===== config.mk =====
export PLATFORM = sky130hd
export DESIGN_NAME = sorted_key_table
export DESIGN_NICKNAME = d
export VERILOG_FILES = /design/src/rtl/skt_pkg.sv /design/src/rtl/sorted_key_table.sv /design/src/rtl/skt_datapath.sv /design/src/rtl/skt_controller.sv
export SDC_FILE = /design/constraint.sdc
export NUM_CORES = 1
export LEC_CHECK = 0
export BUFFER_PORTS_ARGS = -buffer_cell sky130_fd_sc_hd__buf_2
export CORE_MARGIN = 10
export CORE_UTILIZATION = 56
export CTS_CLUSTER_DIAMETER = 150
export CTS_CLUSTER_SIZE = 10
export DETAILED_ROUTE_END_ITERATION = 8
export PLACE_DENSITY_LB_ADDON = 0.1
export SLEW_MARGIN = 0
export SYNTH_ARGS = -nofsm -noshare
export SYNTH_HDL_FRONTEND = slang
export SYNTH_SLANG_ARGS = --single-unit

===== constraint.sdc =====
create_clock -name clk_i -period 4.4 [get_ports clk_i]
set_input_delay 0.22 -clock clk_i [delete_from_list [all_inputs] [get_ports clk_i]]
set_output_delay 0.22 -clock clk_i [all_outputs]
set_load 0.005 [all_outputs]

===== src/rtl/skt_pkg.sv =====
// Shared types and constants for the sorted key table.
// Holds status codes, operation codes, controller states and the command
// and flag structs between controller and datapath. No dependencies.
package skt_pkg;

  localparam int DepthDefault = 16;
  localparam int KeyWidth     = 32;
  localparam int OpWidth      = 2;
  localparam int CapWidth     = 5;
  localparam int PosWidth     = 4;
  localparam int TotalWidth   = 5;

  localparam logic [CapWidth-1:0] CapResetValue = 5'd16;

  // Operation codes; any other code behaves as a lookup
  localparam logic [OpWidth-1:0] OpLookup = 2'd0;
  localparam logic [OpWidth-1:0] OpInsert = 2'd1;
  localparam logic [OpWidth-1:0] OpDelete = 2'd2;

  typedef enum logic [1:0] {
    ST_OK      = 2'd0,
    ST_DUP     = 2'd1,
    ST_FULL    = 2'd2,
    ST_MISSING = 2'd3
  } status_e;

  typedef enum logic [3:0] {
    S_IDLE,
    S_SRCH_ADDR,
    S_SRCH_CMP,
    S_DECIDE,
    S_UP_READ,
    S_UP_WRITE,
    S_DN_READ,
    S_DN_WRITE,
    S_DONE
  } ctrl_state_e;

  typedef enum logic [3:0] {
    CMD_NONE,
    CMD_LOAD,
    CMD_READ_MID,
    CMD_COMPARE,
    CMD_SET_MISS,
    CMD_FINISH,
    CMD_INS_START,
    CMD_UP_READ,
    CMD_UP_WRITE,
    CMD_INS_PLACE,
    CMD_DEL_START,
    CMD_DN_READ,
    CMD_DN_WRITE
  } dp_cmd_e;

  typedef struct packed {
    dp_cmd_e cmd;
    status_e st;
  } dp_ctrl_t;

  typedef struct packed {
    logic [OpWidth-1:0] op;
    logic               lo_lt_hi;
    logic               key_eq;
    logic               found;
    logic               full;
    logic               j_above;
    logic               j_below;
  } dp_flags_t;

endpackage


===== src/rtl/sorted_key_table.sv =====
// Sorted key table: up to DEPTH signed keys kept in ascending order.
// Input beat: start with op_i and search_key_i, taken when busy is low.
// Output beat: result_valid_o is high for one cycle with status_o,
// position_o and entry_total_o; the receiver cannot hold it off.
// Configuration: cfg_we_i writes cfg_data_i into the capacity register;
// write only while busy is low.
// Sequence: a binary search of at most clog2(DEPTH+1) probes, then a
// decision; an insert then shifts every entry above the insert point up
// by one and places the key, and a delete shifts every entry above the
// removed one down by one. Each probe passes through a read and a compare
// state, and each shift step through a read and a write state, for the
// registered read port of the single key memory; a new beat is taken in
// the cycle after the result.
// Reset empties the table and sets the capacity to 16; the key memory is
// not cleared, since entries beyond the count are never used.
module sorted_key_table #(
  parameter int DEPTH = skt_pkg::DepthDefault
) (
  input  logic                                clk_i,
  input  logic                                rst_ni,
  input  logic                                start,
  output logic                                busy,
  input  logic [skt_pkg::OpWidth-1:0]         op_i,
  input  logic signed [skt_pkg::KeyWidth-1:0] search_key_i,
  input  logic                                cfg_we_i,
  input  logic [skt_pkg::CapWidth-1:0]        cfg_data_i,
  output logic                                result_valid_o,
  output logic [1:0]                          status_o,
  output logic [skt_pkg::PosWidth-1:0]        position_o,
  output logic [skt_pkg::TotalWidth-1:0]      entry_total_o
);

  skt_pkg::dp_ctrl_t  ctrl;
  skt_pkg::dp_flags_t flags;

  skt_controller u_ctrl (
    .clk_i          (clk_i),
    .rst_ni         (rst_ni),
    .start          (start),
    .busy           (busy),
    .result_valid_o (result_valid_o),
    .flags_i        (flags),
    .ctrl_o         (ctrl)
  );

  skt_datapath #(
    .DEPTH (DEPTH)
  ) u_dp (
    .clk_i         (clk_i),
    .rst_ni        (rst_ni),
    .ctrl_i        (ctrl),
    .flags_o       (flags),
    .op_i          (op_i),
    .search_key_i  (search_key_i),
    .cfg_we_i      (cfg_we_i),
    .cfg_data_i    (cfg_data_i),
    .status_o      (status_o),
    .position_o    (position_o),
    .entry_total_o (entry_total_o)
  );

endmodule


===== src/rtl/skt_datapath.sv =====
// Datapath of the sorted key table: key memory, search bounds, shift
// counter, entry count, capacity register and result registers.
// Depends on skt_pkg; driven by skt_controller commands.
module skt_datapath #(
  parameter int DEPTH = skt_pkg::DepthDefault
) (
  input  logic                                clk_i,
  input  logic                                rst_ni,
  input  skt_pkg::dp_ctrl_t                   ctrl_i,
  output skt_pkg::dp_flags_t                  flags_o,
  input  logic [skt_pkg::OpWidth-1:0]         op_i,
  input  logic signed [skt_pkg::KeyWidth-1:0] search_key_i,
  input  logic                                cfg_we_i,
  input  logic [skt_pkg::CapWidth-1:0]        cfg_data_i,
  output logic [1:0]                          status_o,
  output logic [skt_pkg::PosWidth-1:0]        position_o,
  output logic [skt_pkg::TotalWidth-1:0]      entry_total_o
);

  localparam int IW = $clog2(DEPTH);
  localparam int CW = $clog2(DEPTH + 1);

  logic signed [skt_pkg::KeyWidth-1:0] mem_q [DEPTH];
  logic signed [skt_pkg::KeyWidth-1:0] rdata_q;
  logic signed [skt_pkg::KeyWidth-1:0] key_q;
  logic signed [skt_pkg::KeyWidth-1:0] wdata;
  logic [skt_pkg::OpWidth-1:0]         op_q;
  logic [CW-1:0]                       lo_q, hi_q, mid_q, mid_d;
  logic [CW-1:0]                       where_q, j_q, count_q;
  logic [CW-1:0]                       j_dec, j_inc, raddr, waddr;
  logic                                found_q, mem_we;
  logic [skt_pkg::CapWidth-1:0]        cap_q;
  logic [1:0]                          status_q;
  logic [skt_pkg::PosWidth-1:0]        pos_q;
  logic [31:0]                         where_w, count_w, cap_w, cap_eff;

  assign mid_d   = lo_q + ((hi_q - lo_q) >> 1);
  assign j_dec   = j_q - CW'(1);
  assign j_inc   = j_q + CW'(1);
  assign where_w = 32'(where_q);
  assign count_w = 32'(count_q);
  assign cap_w   = 32'(cap_q);
  assign cap_eff = (cap_w < 32'(DEPTH)) ? cap_w : 32'(DEPTH);

  always_comb begin
    raddr  = mid_d;
    waddr  = j_q;
    wdata  = rdata_q;
    mem_we = 1'b0;
    case (ctrl_i.cmd)
      skt_pkg::CMD_UP_READ:  raddr = j_dec;
      skt_pkg::CMD_DN_READ:  raddr = j_inc;
      skt_pkg::CMD_UP_WRITE: mem_we = 1'b1;
      skt_pkg::CMD_DN_WRITE: mem_we = 1'b1;
      skt_pkg::CMD_INS_PLACE: begin
        mem_we = 1'b1;
        waddr  = where_q;
        wdata  = key_q;
      end
      default: ;
    endcase
  end

  always_ff @(posedge clk_i) begin
    if (mem_we) begin
      mem_q[waddr[IW-1:0]] <= wdata;
    end
    rdata_q <= mem_q[raddr[IW-1:0]];
  end

  // Search and shift working registers carry no reset
  always_ff @(posedge clk_i) begin
    case (ctrl_i.cmd)
      skt_pkg::CMD_LOAD: begin
        op_q    <= op_i;
        key_q   <= search_key_i;
        lo_q    <= '0;
        hi_q    <= count_q;
        found_q <= 1'b0;
      end
      skt_pkg::CMD_READ_MID: mid_q <= mid_d;
      skt_pkg::CMD_COMPARE: begin
        if (rdata_q == key_q) begin
          found_q <= 1'b1;
          where_q <= mid_q;
        end else if (rdata_q < key_q) begin
          lo_q <= mid_q + CW'(1);
        end else begin
          hi_q <= mid_q;
        end
      end
      skt_pkg::CMD_SET_MISS: where_q <= lo_q;
      skt_pkg::CMD_INS_START: j_q <= count_q;
      skt_pkg::CMD_UP_WRITE: j_q <= j_dec;
      skt_pkg::CMD_DEL_START: j_q <= where_q;
      skt_pkg::CMD_DN_WRITE: j_q <= j_inc;
      skt_pkg::CMD_INS_PLACE: begin
        status_q <= skt_pkg::ST_OK;
        pos_q    <= where_w[skt_pkg::PosWidth-1:0];
      end
      skt_pkg::CMD_FINISH: begin
        status_q <= ctrl_i.st;
        pos_q    <= (ctrl_i.st == skt_pkg::ST_OK) ? where_w[skt_pkg::PosWidth-1:0] : '0;
      end
      default: ;
    endcase
  end

  always_ff @(posedge clk_i or negedge rst_ni) begin
    if (!rst_ni) begin
      count_q <= '0;
      cap_q   <= skt_pkg::CapResetValue;
    end else begin
      if (cfg_we_i) begin
        cap_q <= cfg_data_i;
      end
      if (ctrl_i.cmd == skt_pkg::CMD_INS_PLACE) begin
        count_q <= count_q + CW'(1);
      end else if (ctrl_i.cmd == skt_pkg::CMD_DEL_START) begin
        count_q <= count_q - CW'(1);
      end
    end
  end

  assign flags_o.op       = op_q;
  assign flags_o.lo_lt_hi = lo_q < hi_q;
  assign flags_o.key_eq   = rdata_q == key_q;
  assign flags_o.found    = found_q;
  assign flags_o.full     = count_w >= cap_eff;
  assign flags_o.j_above  = j_q > where_q;
  assign flags_o.j_below  = j_q < count_q;

  assign status_o      = status_q;
  assign position_o    = pos_q;
  assign entry_total_o = count_w[skt_pkg::TotalWidth-1:0];

endmodule


===== src/rtl/skt_controller.sv =====
// Controller of the sorted key table: sequences the binary search, the
// decision, the shift passes and the result beat.
// Depends on skt_pkg; steers skt_datapath through command signals.
module skt_controller (
  input  logic               clk_i,
  input  logic               rst_ni,
  input  logic               start,
  output logic               busy,
  output logic               result_valid_o,
  input  skt_pkg::dp_flags_t flags_i,
  output skt_pkg::dp_ctrl_t  ctrl_o
);

  skt_pkg::ctrl_state_e state_q, state_d;

  always_ff @(posedge clk_i or negedge rst_ni) begin
    if (!rst_ni) begin
      state_q <= skt_pkg::S_IDLE;
    end else begin
      state_q <= state_d;
    end
  end

  always_comb begin
    state_d        = state_q;
    ctrl_o.cmd     = skt_pkg::CMD_NONE;
    ctrl_o.st      = skt_pkg::ST_OK;
    busy           = 1'b1;
    result_valid_o = 1'b0;
    case (state_q)
      skt_pkg::S_IDLE: begin
        busy = 1'b0;
        if (start) begin
          ctrl_o.cmd = skt_pkg::CMD_LOAD;
          state_d    = skt_pkg::S_SRCH_ADDR;
        end
      end
      skt_pkg::S_SRCH_ADDR: begin
        if (flags_i.lo_lt_hi) begin
          ctrl_o.cmd = skt_pkg::CMD_READ_MID;
          state_d    = skt_pkg::S_SRCH_CMP;
        end else begin
          ctrl_o.cmd = skt_pkg::CMD_SET_MISS;
          state_d    = skt_pkg::S_DECIDE;
        end
      end
      skt_pkg::S_SRCH_CMP: begin
        ctrl_o.cmd = skt_pkg::CMD_COMPARE;
        state_d    = flags_i.key_eq ? skt_pkg::S_DECIDE : skt_pkg::S_SRCH_ADDR;
      end
      skt_pkg::S_DECIDE: begin
        ctrl_o.cmd = skt_pkg::CMD_FINISH;
        state_d    = skt_pkg::S_DONE;
        case (flags_i.op)
          skt_pkg::OpInsert: begin
            // duplicate takes precedence over full
            if (flags_i.found) begin
              ctrl_o.st = skt_pkg::ST_DUP;
            end else if (flags_i.full) begin
              ctrl_o.st = skt_pkg::ST_FULL;
            end else begin
              ctrl_o.cmd = skt_pkg::CMD_INS_START;
              state_d    = skt_pkg::S_UP_READ;
            end
          end
          skt_pkg::OpDelete: begin
            if (!flags_i.found) begin
              ctrl_o.st = skt_pkg::ST_MISSING;
            end else begin
              ctrl_o.cmd = skt_pkg::CMD_DEL_START;
              state_d    = skt_pkg::S_DN_READ;
            end
          end
          default: begin
            ctrl_o.st = flags_i.found ? skt_pkg::ST_OK : skt_pkg::ST_MISSING;
          end
        endcase
      end
      skt_pkg::S_UP_READ: begin
        if (flags_i.j_above) begin
          ctrl_o.cmd = skt_pkg::CMD_UP_READ;
          state_d    = skt_pkg::S_UP_WRITE;
        end else begin
          ctrl_o.cmd = skt_pkg::CMD_INS_PLACE;
          state_d    = skt_pkg::S_DONE;
        end
      end
      skt_pkg::S_UP_WRITE: begin
        ctrl_o.cmd = skt_pkg::CMD_UP_WRITE;
        state_d    = skt_pkg::S_UP_READ;
      end
      skt_pkg::S_DN_READ: begin
        if (flags_i.j_below) begin
          ctrl_o.cmd = skt_pkg::CMD_DN_READ;
          state_d    = skt_pkg::S_DN_WRITE;
        end else begin
          ctrl_o.cmd = skt_pkg::CMD_FINISH;
          state_d    = skt_pkg::S_DONE;
        end
      end
      skt_pkg::S_DN_WRITE: begin
        ctrl_o.cmd = skt_pkg::CMD_DN_WRITE;
        state_d    = skt_pkg::S_DN_READ;
      end
      skt_pkg::S_DONE: begin
        result_valid_o = 1'b1;
        state_d        = skt_pkg::S_IDLE;
      end
      default: state_d = skt_pkg::S_IDLE;
    endcase
  end

endmodule


==> results.cfg <==
[outcome]
outcome = finished clean

[logic_synthesis]
synth_area_leader_cell = edfxtp_1
synth.top_cell.area_share_pct = 66.3
synth_top_cells_by_area = edfxtp_1 (66%), mux4_2 (8.3%), ha_1 (3.0%)
synthFlopType = edfxtp_1
synth_async_sr_flop_share_pct = 2.24
syn_area_per_cell_um2 = 15.9
yosysUniqueCellTypes = 63
ys_top_cells_by_count = edfxtp_1 (578), inv_1 (158), nor2_1 (119)
yosysWarnings = 0
synth_area_um2 = 26200
synth_edf_count = 578
synthCells = 1649
ys_seq_area_share_pct = 70.1
ys_seq_elements = 624
post-synth-top-count-cell = edfxtp_1
syn_nets = 1758

[die]
start_util_pct = 56.5
die_area_um2 = 55800
coreArea_um2 = 46400
die_width_um = 236
rows = 79
io_pins = 56
die_h_um = 236

[timing]
period_needed_ns = 4.13
finalHoldViolations = 0
rsz0062_at_grt = false
setup_slack_ns = 0.268
slew-limit-headroom_pct = 26.0
max_freq_ghz = 0.242
worstMarginPinSlew_ns = 1.11
fin_skew_ns = 0.0232
finalCritPeriodShare_pct = 93.9
finalSetupViolCount = 0
tns_ns = 0
drv_slew = 0

[global_route]
gr-usage-all-layers_pct = 22.0
grt_pass1_vias = 15231
gr-total-overflow = 0
grt_pass1_wl_mm = 93.0
antenna_found_initial = 0
grt_max_degree = 66

[clock_tree]
cts_tree = built
cts_made_buffers = 72
clock_latency_ns = 0.61
clockBufferDepth = 3
post-cts-setup-buffers = 0
htree_levels = 3
cts.clk_slew.worst_paths_ns = 0.06
cts_sinks = 624
ctsRootBufferMaster = clkbuf_16

[critical_path]
reg2reg_from = u_dp.j_q[0]
reg2reg_depth = 13
path_class = flip-flop to flip-flop
cp.required_ns = 4.92
path_cells = inv_1, ha_1, and4_1, a21oi_1, o31a_1, o211ai_1, a311o_1, a211oi_1, a211o_1, and2_2, buf_4, a22oi_1, o211ai_1
crit_fanout = 28
cp_slowest_cell = and2_2
arrival_ns = 4.65
endpoint = u_dp.rdata_q[20]
reg2reg_slack_ns = 0.27
slowest_delay_ns = 0.89
crit_start = u_dp.j_q[0]
crit_path_start_kind = flip-flop
r2r-end = u_dp.rdata_q[20]
end_kind = flip-flop
crit_top_cell = o211ai_1

[placement]
hpwl_mm = 35.2
place_congestion = 0.881
place_ws_ns = 0.314
port_buffers = 55

[route]
drt_iter0_markers = 1411
postRouteAntennaNets = 0
drc = 0
vias = 15070
wire_per_inst_um = 24.5
drtPass1Iterations = 5
drt-vias-per-instance = 6.01
routed_wl_mm = 61.3

[cells_and_area]
diodes = 0
area_delta_synth_final_pct = 16.7
drive_gt1_share_pct = 19.3
num-nets-final = 1954
nFillCells = 3236

[hold_path]
hp-class = input pin to asynchronous set/reset pin

[job]
maxCapViolCount = 0
==> how the worst min path moves through the flow <==
stage / from / end / slack [ns] / cells after the start
3_3_place_gp: rst_ni / u_ctrl.state_q[1] / 0.13 / 1
5_1_grt: rst_ni / u_ctrl.state_q[1] / 0.07 / 2
2_1_floorplan: rst_ni / u_ctrl.state_q[0] / -0.08 / 0
4_1_cts: rst_ni / u_ctrl.state_q[1] / 0.03 / 2
3_5_place_dp: rst_ni / u_ctrl.state_q[1] / 0.14 / 1
6_report: rst_ni / u_ctrl.state_q[1] / 0.05 / 2
==> final cells by class <==
type	count	area, um2	share of cell area, %
Clock inverter	3	26.3	0.0860
Clock buffer	128	2120	6.93
Tap cell	607	759	2.49
Inverter	159	597	1.95
Sequential cell	624	18300	60.0
Timing Repair Buffer	194	1710	5.61
Multi-Input combinational cell	794	6990	22.9
==> worst max-delay path: cells and delay by family, from the launching register on <==
kind	cells	cell delay (ns)
flip-flops	1	0.50
AND/OR/NAND/NOR	2	1.04
buffers and inverters	2	0.57
adder cells (fa/ha/maj)	1	0.28
AO/OA/AOI/OAI	8	1.64
==> cell usage in the layout, fill, tap and decap left out, drive strengths merged, types with 5 or more instances in the layout <==
cell type	Yosys	routed
edfxtp	578	578
inv	158	161
buf	31	148
clkbuf	41	128
nor2	119	119
nand2	98	98
mux4	96	96
o211ai	72	72
ha	63	63
o21ai	49	49
dlygate4sd3	0	46
a211oi	39	39
a22oi	33	33
dfxtp	32	32
o311ai	32	32
a21oi	24	24
a21o	18	18
dfrtp	13	13
nor2b	11	11
nor3	11	11
nand2b	10	10
xnor2	10	10
nand4	10	10
mux2	9	9
xor2	8	8
a31oi	8	8
nand3	8	8
and2	8	8
o21a	6	6
and3	5	5
a221o	5	5
mux2i	5	5
==> what timing repair did <==
item                       4_1_cts  5_1_grt
resized for setup                0        1
hold endpoints to repair        53        0
setup endpoints to repair        0        1
hold buffers                    46        0
==> cell families (layout without fill, tap and decap cells) <==
| group | count (synthesis) | after routing | synth area share, % |
|---|---|---|---|
| buf+inv | 231 | 484 | 3.80 |
| fa+ha+maj | 66 | 66 | 3.24 |
| mux | 110 | 110 | 8.85 |
| flops | 624 | 624 | 70.1 |
| simple gates | 296 | 296 | 5.02 |
| compound gates | 304 | 304 | 8.41 |
| xor+xnor | 18 | 18 | 0.602 |
==> metrics by stage <==
step                area (um2)  hold WS [ns]  cells  utilization (%)
finish                   30600        0.0493   2509             65.9
global route             30600        0.0674   2509             65.9
CTS                      30600        0.0282   2509             65.9
detailed placement       27900         0.138   2332             60.3
global placement         27900         0.133   2332             60.3
floorplan                26200       -0.0756   1649                -
==> state kept, by name, indices dropped and copies added (netlist names) <==
| register | flops |
|---|---|
| u_ctrl.state_q | 4 |
| u_dp.cap_q | 5 |
| u_dp.entry_total_o | 5 |
| u_dp.found_q | 1 |
| u_dp.hi_q | 5 |
| u_dp.j_q | 5 |
| u_dp.key_q | 32 |
| u_dp.lo_q | 5 |
| u_dp.mem_q | 512 |
| u_dp.mid_q | 5 |
| u_dp.op_q | 2 |
| u_dp.position_o | 4 |
| u_dp.rdata_q | 32 |
| u_dp.status_o | 2 |
| u_dp.where_q | 5 |
==> layer usage <==
metal / track usage (%) / routed length (um) / share of wire (%)
met1: 29.7 / 25800 / 42
met2: 35.8 / 30300 / 49
met3: 3.77 / 3730 / 6.1
met4: 7.78 / 1540 / 2.5
met5: 0 / 0 / 0
Power is not shown: default switching activity piles up to over one toggle a cycle in this logic, so the estimate is an artifact.
